<file path="config.mk">
export PLATFORM = sky130hd
export DESIGN_NAME = descending_selection_sort
export DESIGN_NICKNAME = d
export VERILOG_FILES = /design/src/dss_pkg.sv /design/src/descending_selection_sort.sv /design/src/dss_ram.sv /design/src/dss_seq.sv /design/src/dss_datapath.sv
export SDC_FILE = /design/constraint.sdc
export NUM_CORES = 2
export LEC_CHECK = 0
export BUFFER_PORTS_ARGS = -buffer_cell sky130_fd_sc_hd__buf_2
export CAP_MARGIN = 5
export CORE_ASPECT_RATIO = 2
export CORE_MARGIN = 4
export CORE_UTILIZATION = 41
export DETAILED_ROUTE_END_ITERATION = 8
export GPL_TIMING_DRIVEN = 0
export SETUP_SLACK_MARGIN = 0.1
export SYNTH_ARGS = -nofsm -noshare
export SYNTH_HDL_FRONTEND = slang
export SYNTH_SLANG_ARGS = --single-unit
</file>
<file path="constraint.sdc">
create_clock -name clk_i -period 13.1 [get_ports clk_i]
set_input_delay 0.655 -clock clk_i [delete_from_list [all_inputs] [get_ports clk_i]]
set_output_delay 0.655 -clock clk_i [all_outputs]
set_load 0.02 [all_outputs]
</file>
<file path="src/dss_pkg.sv">
// Shared types, microcode program and control word layout for the descending sort block.
package dss_pkg;

  // One stored entry: the object tag and its signed 16.16 key.
  typedef struct packed {
    logic [15:0]        tag;
    logic signed [31:0] key;
  } entry_t;

  localparam int unsigned EntryWidth = $bits(entry_t);

  typedef logic [2:0] step_t;

  localparam step_t STEP_PASS      = 3'd0;
  localparam step_t STEP_FETCH     = 3'd1;
  localparam step_t STEP_SCAN      = 3'd2;
  localparam step_t STEP_WR_I      = 3'd3;
  localparam step_t STEP_WR_BEST   = 3'd4;
  localparam step_t STEP_EMIT_INIT = 3'd5;
  localparam step_t STEP_EMIT      = 3'd6;
  localparam step_t STEP_DONE      = 3'd7;

  typedef enum logic [2:0] {
    COND_NEXT,
    COND_JUMP,
    COND_I_LAST,
    COND_I_MORE,
    COND_J_MORE,
    COND_EMPTY
  } cond_e;

  typedef enum logic [1:0] {
    RA_I,
    RA_I_INC,
    RA_J_INC,
    RA_ZERO
  } raddr_e;

  typedef enum logic [1:0] {
    WR_NONE,
    WR_AT_I,
    WR_AT_BEST
  } wsel_e;

  typedef enum logic {
    SEQ_IDLE,
    SEQ_RUN
  } seq_state_e;

  // Conditions reported by the datapath to the sequencer.
  typedef struct packed {
    logic i_more;
    logic j_more;
    logic empty;
  } status_t;

  // One microcode control word.
  typedef struct packed {
    cond_e  cond;
    step_t  target;
    raddr_e raddr;
    wsel_e  wsel;
    logic   set_best;
    logic   cap_cur;
    logic   scan;
    logic   inc_i;
    logic   clr_i;
    logic   emit;
    logic   finish;
  } uword_t;

  // The sort and emit program: one selection pass per outer position, then a read-out loop.
  function automatic uword_t ucode_rom(input step_t step);
    uword_t w;
    w = '0;
    w.cond = COND_NEXT;
    w.raddr = RA_I;
    w.wsel = WR_NONE;
    case (step)
      STEP_PASS: begin
        w.cond = COND_I_LAST;
        w.target = STEP_EMIT_INIT;
        w.raddr = RA_I;
        w.set_best = 1'b1;
      end
      STEP_FETCH: begin
        w.raddr = RA_I_INC;
        w.cap_cur = 1'b1;
      end
      STEP_SCAN: begin
        w.cond = COND_J_MORE;
        w.target = STEP_SCAN;
        w.raddr = RA_J_INC;
        w.scan = 1'b1;
      end
      STEP_WR_I: begin
        w.wsel = WR_AT_I;
      end
      STEP_WR_BEST: begin
        w.cond = COND_JUMP;
        w.target = STEP_PASS;
        w.wsel = WR_AT_BEST;
        w.inc_i = 1'b1;
      end
      STEP_EMIT_INIT: begin
        w.cond = COND_EMPTY;
        w.target = STEP_DONE;
        w.raddr = RA_ZERO;
        w.clr_i = 1'b1;
      end
      STEP_EMIT: begin
        w.cond = COND_I_MORE;
        w.target = STEP_EMIT;
        w.raddr = RA_I_INC;
        w.emit = 1'b1;
        w.inc_i = 1'b1;
      end
      STEP_DONE: begin
        w.clr_i = 1'b1;
        w.finish = 1'b1;
      end
      default: begin
        w.finish = 1'b1;
      end
    endcase
    return w;
  endfunction

endpackage

</file>
<file path="src/descending_selection_sort.sv">
// Top level of the descending selection sort block.
//
//   Channel   Handshake                  Payload
//   input     start / busy               object_tag_i, y_position_i, last_item_i
//   result    result_valid_o (strobe)    sorted_tag_o, sorted_key_o, last_result_o,
//                                        items_dropped_o
//
// Items load one per cycle; busy stays low until an item marked last is taken.
// The sort then runs from a microcode table over one shared comparator and one store
// read port, one compare per cycle while a pass scans, then reads out one result per cycle.
// Reset clears the item count, the drop flag and the sequencer; the store needs no clearing.
// Results are strobed for one cycle each and cannot be held off by the receiver.
module descending_selection_sort #(
  parameter int unsigned MAX_ITEMS = 64
) (
  input  logic        clk_i,
  input  logic        rst_ni,
  input  logic        start,
  output logic        busy,
  input  logic [15:0] object_tag_i,
  input  logic [31:0] y_position_i,
  input  logic        last_item_i,
  output logic        result_valid_o,
  output logic [15:0] sorted_tag_o,
  output logic [31:0] sorted_key_o,
  output logic        last_result_o,
  output logic        items_dropped_o
);

  logic             accept;
  logic             seq_busy;
  dss_pkg::status_t status;
  dss_pkg::uword_t  ctl;
  dss_pkg::entry_t  result;

  assign accept = start && !seq_busy;
  assign busy   = seq_busy;

  dss_seq u_seq (
    .clk_i    (clk_i),
    .rst_ni   (rst_ni),
    .go_i     (accept && last_item_i),
    .status_i (status),
    .ctl_o    (ctl),
    .busy_o   (seq_busy)
  );

  dss_datapath #(
    .MAX_ITEMS(MAX_ITEMS)
  ) u_datapath (
    .clk_i           (clk_i),
    .rst_ni          (rst_ni),
    .load_i          (accept),
    .load_tag_i      (object_tag_i),
    .load_key_i      (y_position_i),
    .ctl_i           (ctl),
    .status_o        (status),
    .result_valid_o  (result_valid_o),
    .result_o        (result),
    .last_result_o   (last_result_o),
    .items_dropped_o (items_dropped_o)
  );

  assign sorted_tag_o = result.tag;
  assign sorted_key_o = result.key;

`ifndef ASSERT_OFF
  a_result_while_busy: assert property (@(posedge clk_i) disable iff (!rst_ni)
    result_valid_o |-> busy)
    else $error("result strobed while the block is idle");

  a_last_starts_sort: assert property (@(posedge clk_i) disable iff (!rst_ni)
    (start && !busy && last_item_i) |=> busy)
    else $error("last item taken but sort did not start");

  a_last_closes_set: assert property (@(posedge clk_i) disable iff (!rst_ni)
    (result_valid_o && last_result_o) |=> !result_valid_o)
    else $error("result strobed after the final result of a set");
`endif

endmodule

</file>
<file path="src/dss_ram.sv">
// Generic single-port-write, single-port-read RAM with registered read data.
module dss_ram #(
  parameter int unsigned WIDTH = 48,
  parameter int unsigned DEPTH = 64,
  localparam int unsigned AW = (DEPTH > 1) ? $clog2(DEPTH) : 1
) (
  input  logic             clk_i,
  input  logic             we_i,
  input  logic [AW-1:0]    waddr_i,
  input  logic [WIDTH-1:0] wdata_i,
  input  logic [AW-1:0]    raddr_i,
  output logic [WIDTH-1:0] rdata_o
);

  logic [WIDTH-1:0] mem [DEPTH];
  logic [WIDTH-1:0] rdata_q;

  always_ff @(posedge clk_i) begin
    if (we_i) begin
      mem[waddr_i] <= wdata_i;
    end
    rdata_q <= mem[raddr_i];
  end

  assign rdata_o = rdata_q;

endmodule

</file>
<file path="src/dss_seq.sv">
// Microcode sequencer: step counter, program table lookup and conditional jumps.
module dss_seq (
  input  logic             clk_i,
  input  logic             rst_ni,
  input  logic             go_i,
  input  dss_pkg::status_t status_i,
  output dss_pkg::uword_t  ctl_o,
  output logic             busy_o
);

  dss_pkg::seq_state_e state_q, state_d;
  dss_pkg::step_t      upc_q, upc_d;
  logic                take;

  always_ff @(posedge clk_i or negedge rst_ni) begin
    if (!rst_ni) begin
      state_q <= dss_pkg::SEQ_IDLE;
      upc_q   <= dss_pkg::STEP_PASS;
    end else begin
      state_q <= state_d;
      upc_q   <= upc_d;
    end
  end

  always_comb begin
    state_d = state_q;
    upc_d   = upc_q;
    ctl_o   = '0;
    take    = 1'b0;
    busy_o  = (state_q == dss_pkg::SEQ_RUN);
    case (state_q)
      dss_pkg::SEQ_IDLE: begin
        if (go_i) begin
          state_d = dss_pkg::SEQ_RUN;
          upc_d   = dss_pkg::STEP_PASS;
        end
      end
      dss_pkg::SEQ_RUN: begin
        ctl_o = dss_pkg::ucode_rom(upc_q);
        case (ctl_o.cond)
          dss_pkg::COND_NEXT:   take = 1'b0;
          dss_pkg::COND_JUMP:   take = 1'b1;
          dss_pkg::COND_I_LAST: take = !status_i.i_more;
          dss_pkg::COND_I_MORE: take = status_i.i_more;
          dss_pkg::COND_J_MORE: take = status_i.j_more;
          dss_pkg::COND_EMPTY:  take = status_i.empty;
          default:              take = 1'b0;
        endcase
        upc_d = take ? ctl_o.target : upc_q + 3'd1;
        if (ctl_o.finish) begin
          state_d = dss_pkg::SEQ_IDLE;
        end
      end
      default: begin
        state_d = dss_pkg::SEQ_IDLE;
      end
    endcase
  end

endmodule

</file>
<file path="src/dss_datapath.sv">
// Datapath: entry store, load counter, pass indexes, key comparator and result registers.
module dss_datapath #(
  parameter int unsigned MAX_ITEMS = 64
) (
  input  logic             clk_i,
  input  logic             rst_ni,
  input  logic             load_i,
  input  logic [15:0]      load_tag_i,
  input  logic [31:0]      load_key_i,
  input  dss_pkg::uword_t  ctl_i,
  output dss_pkg::status_t status_o,
  output logic             result_valid_o,
  output dss_pkg::entry_t  result_o,
  output logic             last_result_o,
  output logic             items_dropped_o
);

  localparam int unsigned AW = (MAX_ITEMS > 1) ? $clog2(MAX_ITEMS) : 1;
  localparam int unsigned CW = $clog2(MAX_ITEMS + 1);

  logic [CW-1:0]   count_q, i_q, j_q, best_q;
  logic [CW-1:0]   i_inc, j_inc;
  logic            overflow_q, valid_q;
  logic            room;
  logic            greater;

  dss_pkg::entry_t best_ent_q, cur_ent_q, out_ent_q, rd_ent, wdata;
  logic            out_last_q, out_drop_q;

  logic            we;
  logic [AW-1:0]   waddr, raddr;
  logic [dss_pkg::EntryWidth-1:0] rdata;

  assign i_inc = i_q + CW'(1);
  assign j_inc = j_q + CW'(1);
  assign room  = count_q < CW'(MAX_ITEMS);

  assign status_o.i_more = i_inc < count_q;
  assign status_o.j_more = j_inc < count_q;
  assign status_o.empty  = (count_q == '0);

  assign rd_ent  = dss_pkg::entry_t'(rdata);
  assign greater = $signed(rd_ent.key) > $signed(best_ent_q.key);

  always_comb begin
    case (ctl_i.raddr)
      dss_pkg::RA_I:     raddr = i_q[AW-1:0];
      dss_pkg::RA_I_INC: raddr = i_inc[AW-1:0];
      dss_pkg::RA_J_INC: raddr = j_inc[AW-1:0];
      dss_pkg::RA_ZERO:  raddr = '0;
      default:           raddr = '0;
    endcase
  end

  // Microcode writes only happen while the sequencer runs, so loads never collide with them.
  always_comb begin
    case (ctl_i.wsel)
      dss_pkg::WR_AT_I: begin
        we    = 1'b1;
        waddr = i_q[AW-1:0];
        wdata = best_ent_q;
      end
      dss_pkg::WR_AT_BEST: begin
        we    = 1'b1;
        waddr = best_q[AW-1:0];
        wdata = cur_ent_q;
      end
      default: begin
        we        = load_i && room;
        waddr     = count_q[AW-1:0];
        wdata.tag = load_tag_i;
        wdata.key = load_key_i;
      end
    endcase
  end

  dss_ram #(
    .WIDTH(dss_pkg::EntryWidth),
    .DEPTH(MAX_ITEMS)
  ) u_store (
    .clk_i   (clk_i),
    .we_i    (we),
    .waddr_i (waddr),
    .wdata_i (wdata),
    .raddr_i (raddr),
    .rdata_o (rdata)
  );

  always_ff @(posedge clk_i or negedge rst_ni) begin
    if (!rst_ni) begin
      count_q    <= '0;
      overflow_q <= 1'b0;
      i_q        <= '0;
      valid_q    <= 1'b0;
    end else begin
      if (ctl_i.finish) begin
        count_q    <= '0;
        overflow_q <= 1'b0;
      end else if (load_i) begin
        if (room) begin
          count_q <= count_q + CW'(1);
        end else begin
          overflow_q <= 1'b1;
        end
      end
      if (ctl_i.clr_i) begin
        i_q <= '0;
      end else if (ctl_i.inc_i) begin
        i_q <= i_inc;
      end
      valid_q <= ctl_i.emit;
    end
  end

  always_ff @(posedge clk_i) begin
    if (ctl_i.set_best) begin
      best_q <= i_q;
      j_q    <= i_inc;
    end else if (ctl_i.scan) begin
      j_q <= j_inc;
      // Strictly greater only, so the earliest maximum of the pass is kept.
      if (greater) begin
        best_q     <= j_q;
        best_ent_q <= rd_ent;
      end
    end
    if (ctl_i.cap_cur) begin
      best_ent_q <= rd_ent;
      cur_ent_q  <= rd_ent;
    end
    if (ctl_i.emit) begin
      out_ent_q  <= rd_ent;
      out_last_q <= !status_o.i_more;
      out_drop_q <= overflow_q;
    end
  end

  assign result_valid_o  = valid_q;
  assign result_o        = out_ent_q;
  assign last_result_o   = out_last_q;
  assign items_dropped_o = out_drop_q;

`ifndef ASSERT_OFF
  a_count_bound: assert property (@(posedge clk_i) disable iff (!rst_ni)
    count_q <= CW'(MAX_ITEMS))
    else $error("stored item count exceeds capacity");

  a_scan_order: assert property (@(posedge clk_i) disable iff (!rst_ni)
    ctl_i.scan |-> (best_q < j_q) && (j_q < count_q))
    else $error("scan index out of order or beyond stored items");

  a_no_load_on_swap: assert property (@(posedge clk_i) disable iff (!rst_ni)
    (ctl_i.wsel != dss_pkg::WR_NONE) |-> !load_i)
    else $error("item loaded while a swap writes the store");
`endif

endmodule

</file>
==> key figures <==
Synthesis
  • Complex-gate fraction of the synthesized area: under 10%
  • Syn Nets: between 8000 and 9000
  • Synthesis-stage register bit count: between 3000 and 4000
  • Post-synth EDFFs: 3231
  • Top cells by area, synth: edfxtp_1, nand2_1, mux2i_1, nand3_1, nand4_1
  • Asr flop ratio synth: 0.6062%
  • Xor/xnor share of the synthesized area: less than 1%
  • Mapped Area: 128800 um^2
  • Simple-gate portion of the synthesized area: 10.53%
  • Post-Syn Area per Cell: roughly 15 um^2
  • Main synth FF type: edfxtp_1
  • Register area share after synthesis: approximately 76%
  • Post-synth top cells: edfxtp_1, nand2_1, nand3_1
  • Count of cell types in the netlist: 83
  • Adder-Cell Fraction of Synth Area: less than 1%
  • Count leader, synth: edfxtp_1
  • Main combinational cell family by area after synthesis: simple AND/OR/NAND/NOR gates
  • Post-synth top area share: 75.31%
  • Yosys top cell by area: edfxtp_1
  • Mux cell area share after synthesis: under 10%
  • Ys Warns: 0
  • Cells after Synth: 8656

Critical path
  • Critical path peak fanout: 11
  • Crit. End Element: register
  • CP startpoint kind: register
  • Setup Crit Path Kind: reg -> reg
  • Worst EP required: about 14000 ps
  • CP Data Arrival Time: between 8000 and 9000 ps

Layout
  • Finished Layout Cells: 13860
  • Multi-input gate area: 28820 um^2
  • Seq. cell area: 98480 um^2
  • Share of post-route cells with drive strength above 1: roughly an eighth
  • Fill cells: 26420
  • Layout area overhead: 16.63%
  • Final net count: roughly 9400

Die
  • Io pins: 104
  • Total Die Area: 323800 um^2
  • Core ar.: 312400 um^2
  • Placement Rows: 290
  • Chip height: 800.8 um
  • Initial Util: between 40 and 50%
  • Die width: 404.4 um

STA
  • Max Slew Vio Count: 22
  • Hold slack: roughly 70 ps
  • Crit path time final: between 7000 and 8000 ps
  • Worst-Margin Slew: 1660 ps
  • Max Freq: approximately 0.13 GHz
  • RSZ-0062 raised after global routing: false
  • Relative slew slack: -10.64%
  • Final Setup Violations: 0
  • Clock skew: roughly 86 ps
  • Final setup margin: between 5000 and 6000 ps
  • Hold violation count in the final report: 0
  • Final Cycle Share: 57.01%

GRT
  • Met3 GRT Util: under 10%
  • Initial antenna violation count: between 70 and 80
  • Met1 usage: roughly 28%
  • Pin count of the biggest net entering global routing: 50
  • Vias in the first global route: ~81000
  • First-pass GRT wire length: 669700 um
  • Most Crowded Layer GR: met2
  • Global route overflow: 0
  • Met2 usage: 53.66%
  • Total Routing Usage GR: between 30 and 40%

Run status
  • Failing checks: capacitance limit, slew limit
  • Status: finished with violations

Clocking
  • TritonCTS clock tree: done
  • Worst-path clk slew: 70 ps
  • Root Buffer: clkbuf_16
  • Max H-tree Level: 5
  • Sink Count: 3299
  • Post-CTS Setup Repair Bufs: 0
  • CTS Hold Bufs: 1
  • Max Buffers Root-to-Sink: 4
  • CTS resizes: 0
  • CTS buffer count: approximately 300
  • Clk_lat worst skew: 980 ps

Drt
  • Via count: around 83000
  • Per-cell routed wire length: 36.64 um
  • DRT iter0 DRCs: approximately 9600
  • Post-DR vias/cell: between 5 and 6
  • Drt total wl: a little over 500000 um
  • Pre-Repair DR Iteration Count: 6
  • Remaining DRCs: 0
  • Antenna viol nets, final: 0

Worst hold path
  • Worst hold path class: in -> reg

Job
  • Max Cap Viol: 2

Placed design
  • Buffers on Ports: a little over 100
  • Final Wtd Congestion: roughly 1.0
  • DP Worst Slack: between 6000 and 7000 ps
  • Final HPWL DP: between 300000 and 400000 um
  • Placed cell count: between 10000 and 15000

Pwr
  • Worst vdd ir: 0.09854 mV
  • Lkg Pwr: 47.65 nW
  • Power Density: approximately 140 nW/um^2
placed cells by master, fill, tap and decap left out, types with 58 or more instances in the layout:
cell type | netlist | final
buf_12 | 0 | 174
inv_1 | 58 | 58
ha_1 | 58 | 58
clkbuf_1 | 199 | 235
buf_2 | 231 | 338
mux2i_1 | 671 | 671
clkbuf_16 | 0 | 300
nand4_1 | 265 | 265
o32ai_1 | 108 | 108
nand2_1 | 1863 | 1863
o21ai_0 | 192 | 144
a21oi_1 | 95 | 95
buf_1 | 75 | 70
a32oi_1 | 127 | 127
a22oi_1 | 63 | 63
diode_2 | 0 | 277
o22ai_1 | 142 | 139
nand3_1 | 728 | 728
nor2_4 | 2 | 66
edfxtp_1 | 3231 | 3231
cell families (layout without fill, tap and decap cells):
| logic type | count (synthesis) | count (layout) |
|---|---|---|
| flops | 3299 | 3299 |
| simple gates | 3092 | 3092 |
| compound gates | 923 | 923 |
| mux | 684 | 684 |
| buf+inv | 586 | 1429 |
| fa+ha+maj | 58 | 58 |
| xor+xnor | 14 | 14 |
| other cells | 0 | 277 |
layer usage:
layer / share of wire, % / routed length (um)
met1: 29 / 146900
met4: 12 / 63420
met2: 51 / 258900
met3: 7.6 / 38540
met5: 0.037 / 188
registers in the layout, indices dropped and copies added, names as in the netlist:
name                        count
u_datapath.count_q              7
u_datapath.cur_ent_q           48
u_datapath.i_q                  7
u_datapath.u_store.rdata_o     48
u_datapath.overflow_q           1
u_datapath.result_valid_o       1
u_datapath.items_dropped_o      1
u_seq.busy_o                    1
u_datapath.u_store.mem       3072
u_datapath.best_ent_q          48
u_datapath.result_o            48
u_datapath.last_result_o        1
u_seq.upc_q                     3
u_datapath.best_q               6
u_datapath.j_q                  7
final cells by class:
type                    count  area share, %
clock buffers             357          5.204
flip-flops and latches   3299          65.54
diodes                    277         0.4613
plain buffers             528          1.599
multi-input cells        4771          19.18
repair buffers            335          3.488
clock inverters           151         0.9768
inverters                  58         0.1449
well taps                4088          3.404
where the power goes:
| part | switching [mW] | internal (mW) |
|---|---|---|
| clock network | 3.94 | 4.78 |
| logic | 0.218 | 0.0644 |
| registers | 0 | 11.6 |
| total | 4.16 | 16.4 |
final timing paths:
kind,endpoint,start,slack (ps),depth (start not counted)
worst max-delay path,u_datapath.u_store.rdata_o[17]$_DFF_P_,u_seq.upc_q[1]$_DFFE_PN0P_,5630,15
worst min register to register,u_datapath.cur_ent_q[39]$_DFFE_PP_,u_datapath.u_store.rdata_o[39]$_DFF_P_,460,0
min in group asynchronous,u_datapath.count_q[4]$_DFFE_PN0P_,rst_ni,210,2
worst max register to register,u_datapath.u_store.rdata_o[17]$_DFF_P_,u_seq.upc_q[1]$_DFFE_PN0P_,5630,15
worst min-delay path,u_datapath.overflow_q$_DFFE_PN0P_,start,70,3
max in group asynchronous,u_datapath.count_q[0]$_DFFE_PN0P_,rst_ni,12490,2
through the flow:
stage               TNS [ps]  total power [mW]  area, um^2  utilization (%)
finish                     0             20.56      150300            48.10
global route               0             21.01      150200            48.06
CTS                        0             20.59      149500            47.84
detailed placement         0             12.07      140200            44.87
global placement       -6609             12.06      134500            43.04
floorplan                  0             11.89      128800                -
critical path, stage by stage, from the launching register on:
cell and delay (ps):
dfrtp_1 420, inv_1 110, ha_1 180, buf_2 190
nor3b_2 480, o22ai_1 330, o21ai_1 570, buf_4 320
buf_2 620, buf_2 470, clkbuf_1 920, nand2_1 120
nand3_1 140, nand4_1 190, a32oi_1 1220, o41a_1 900
No activity file was read; power rests on OpenSTA's default activity.
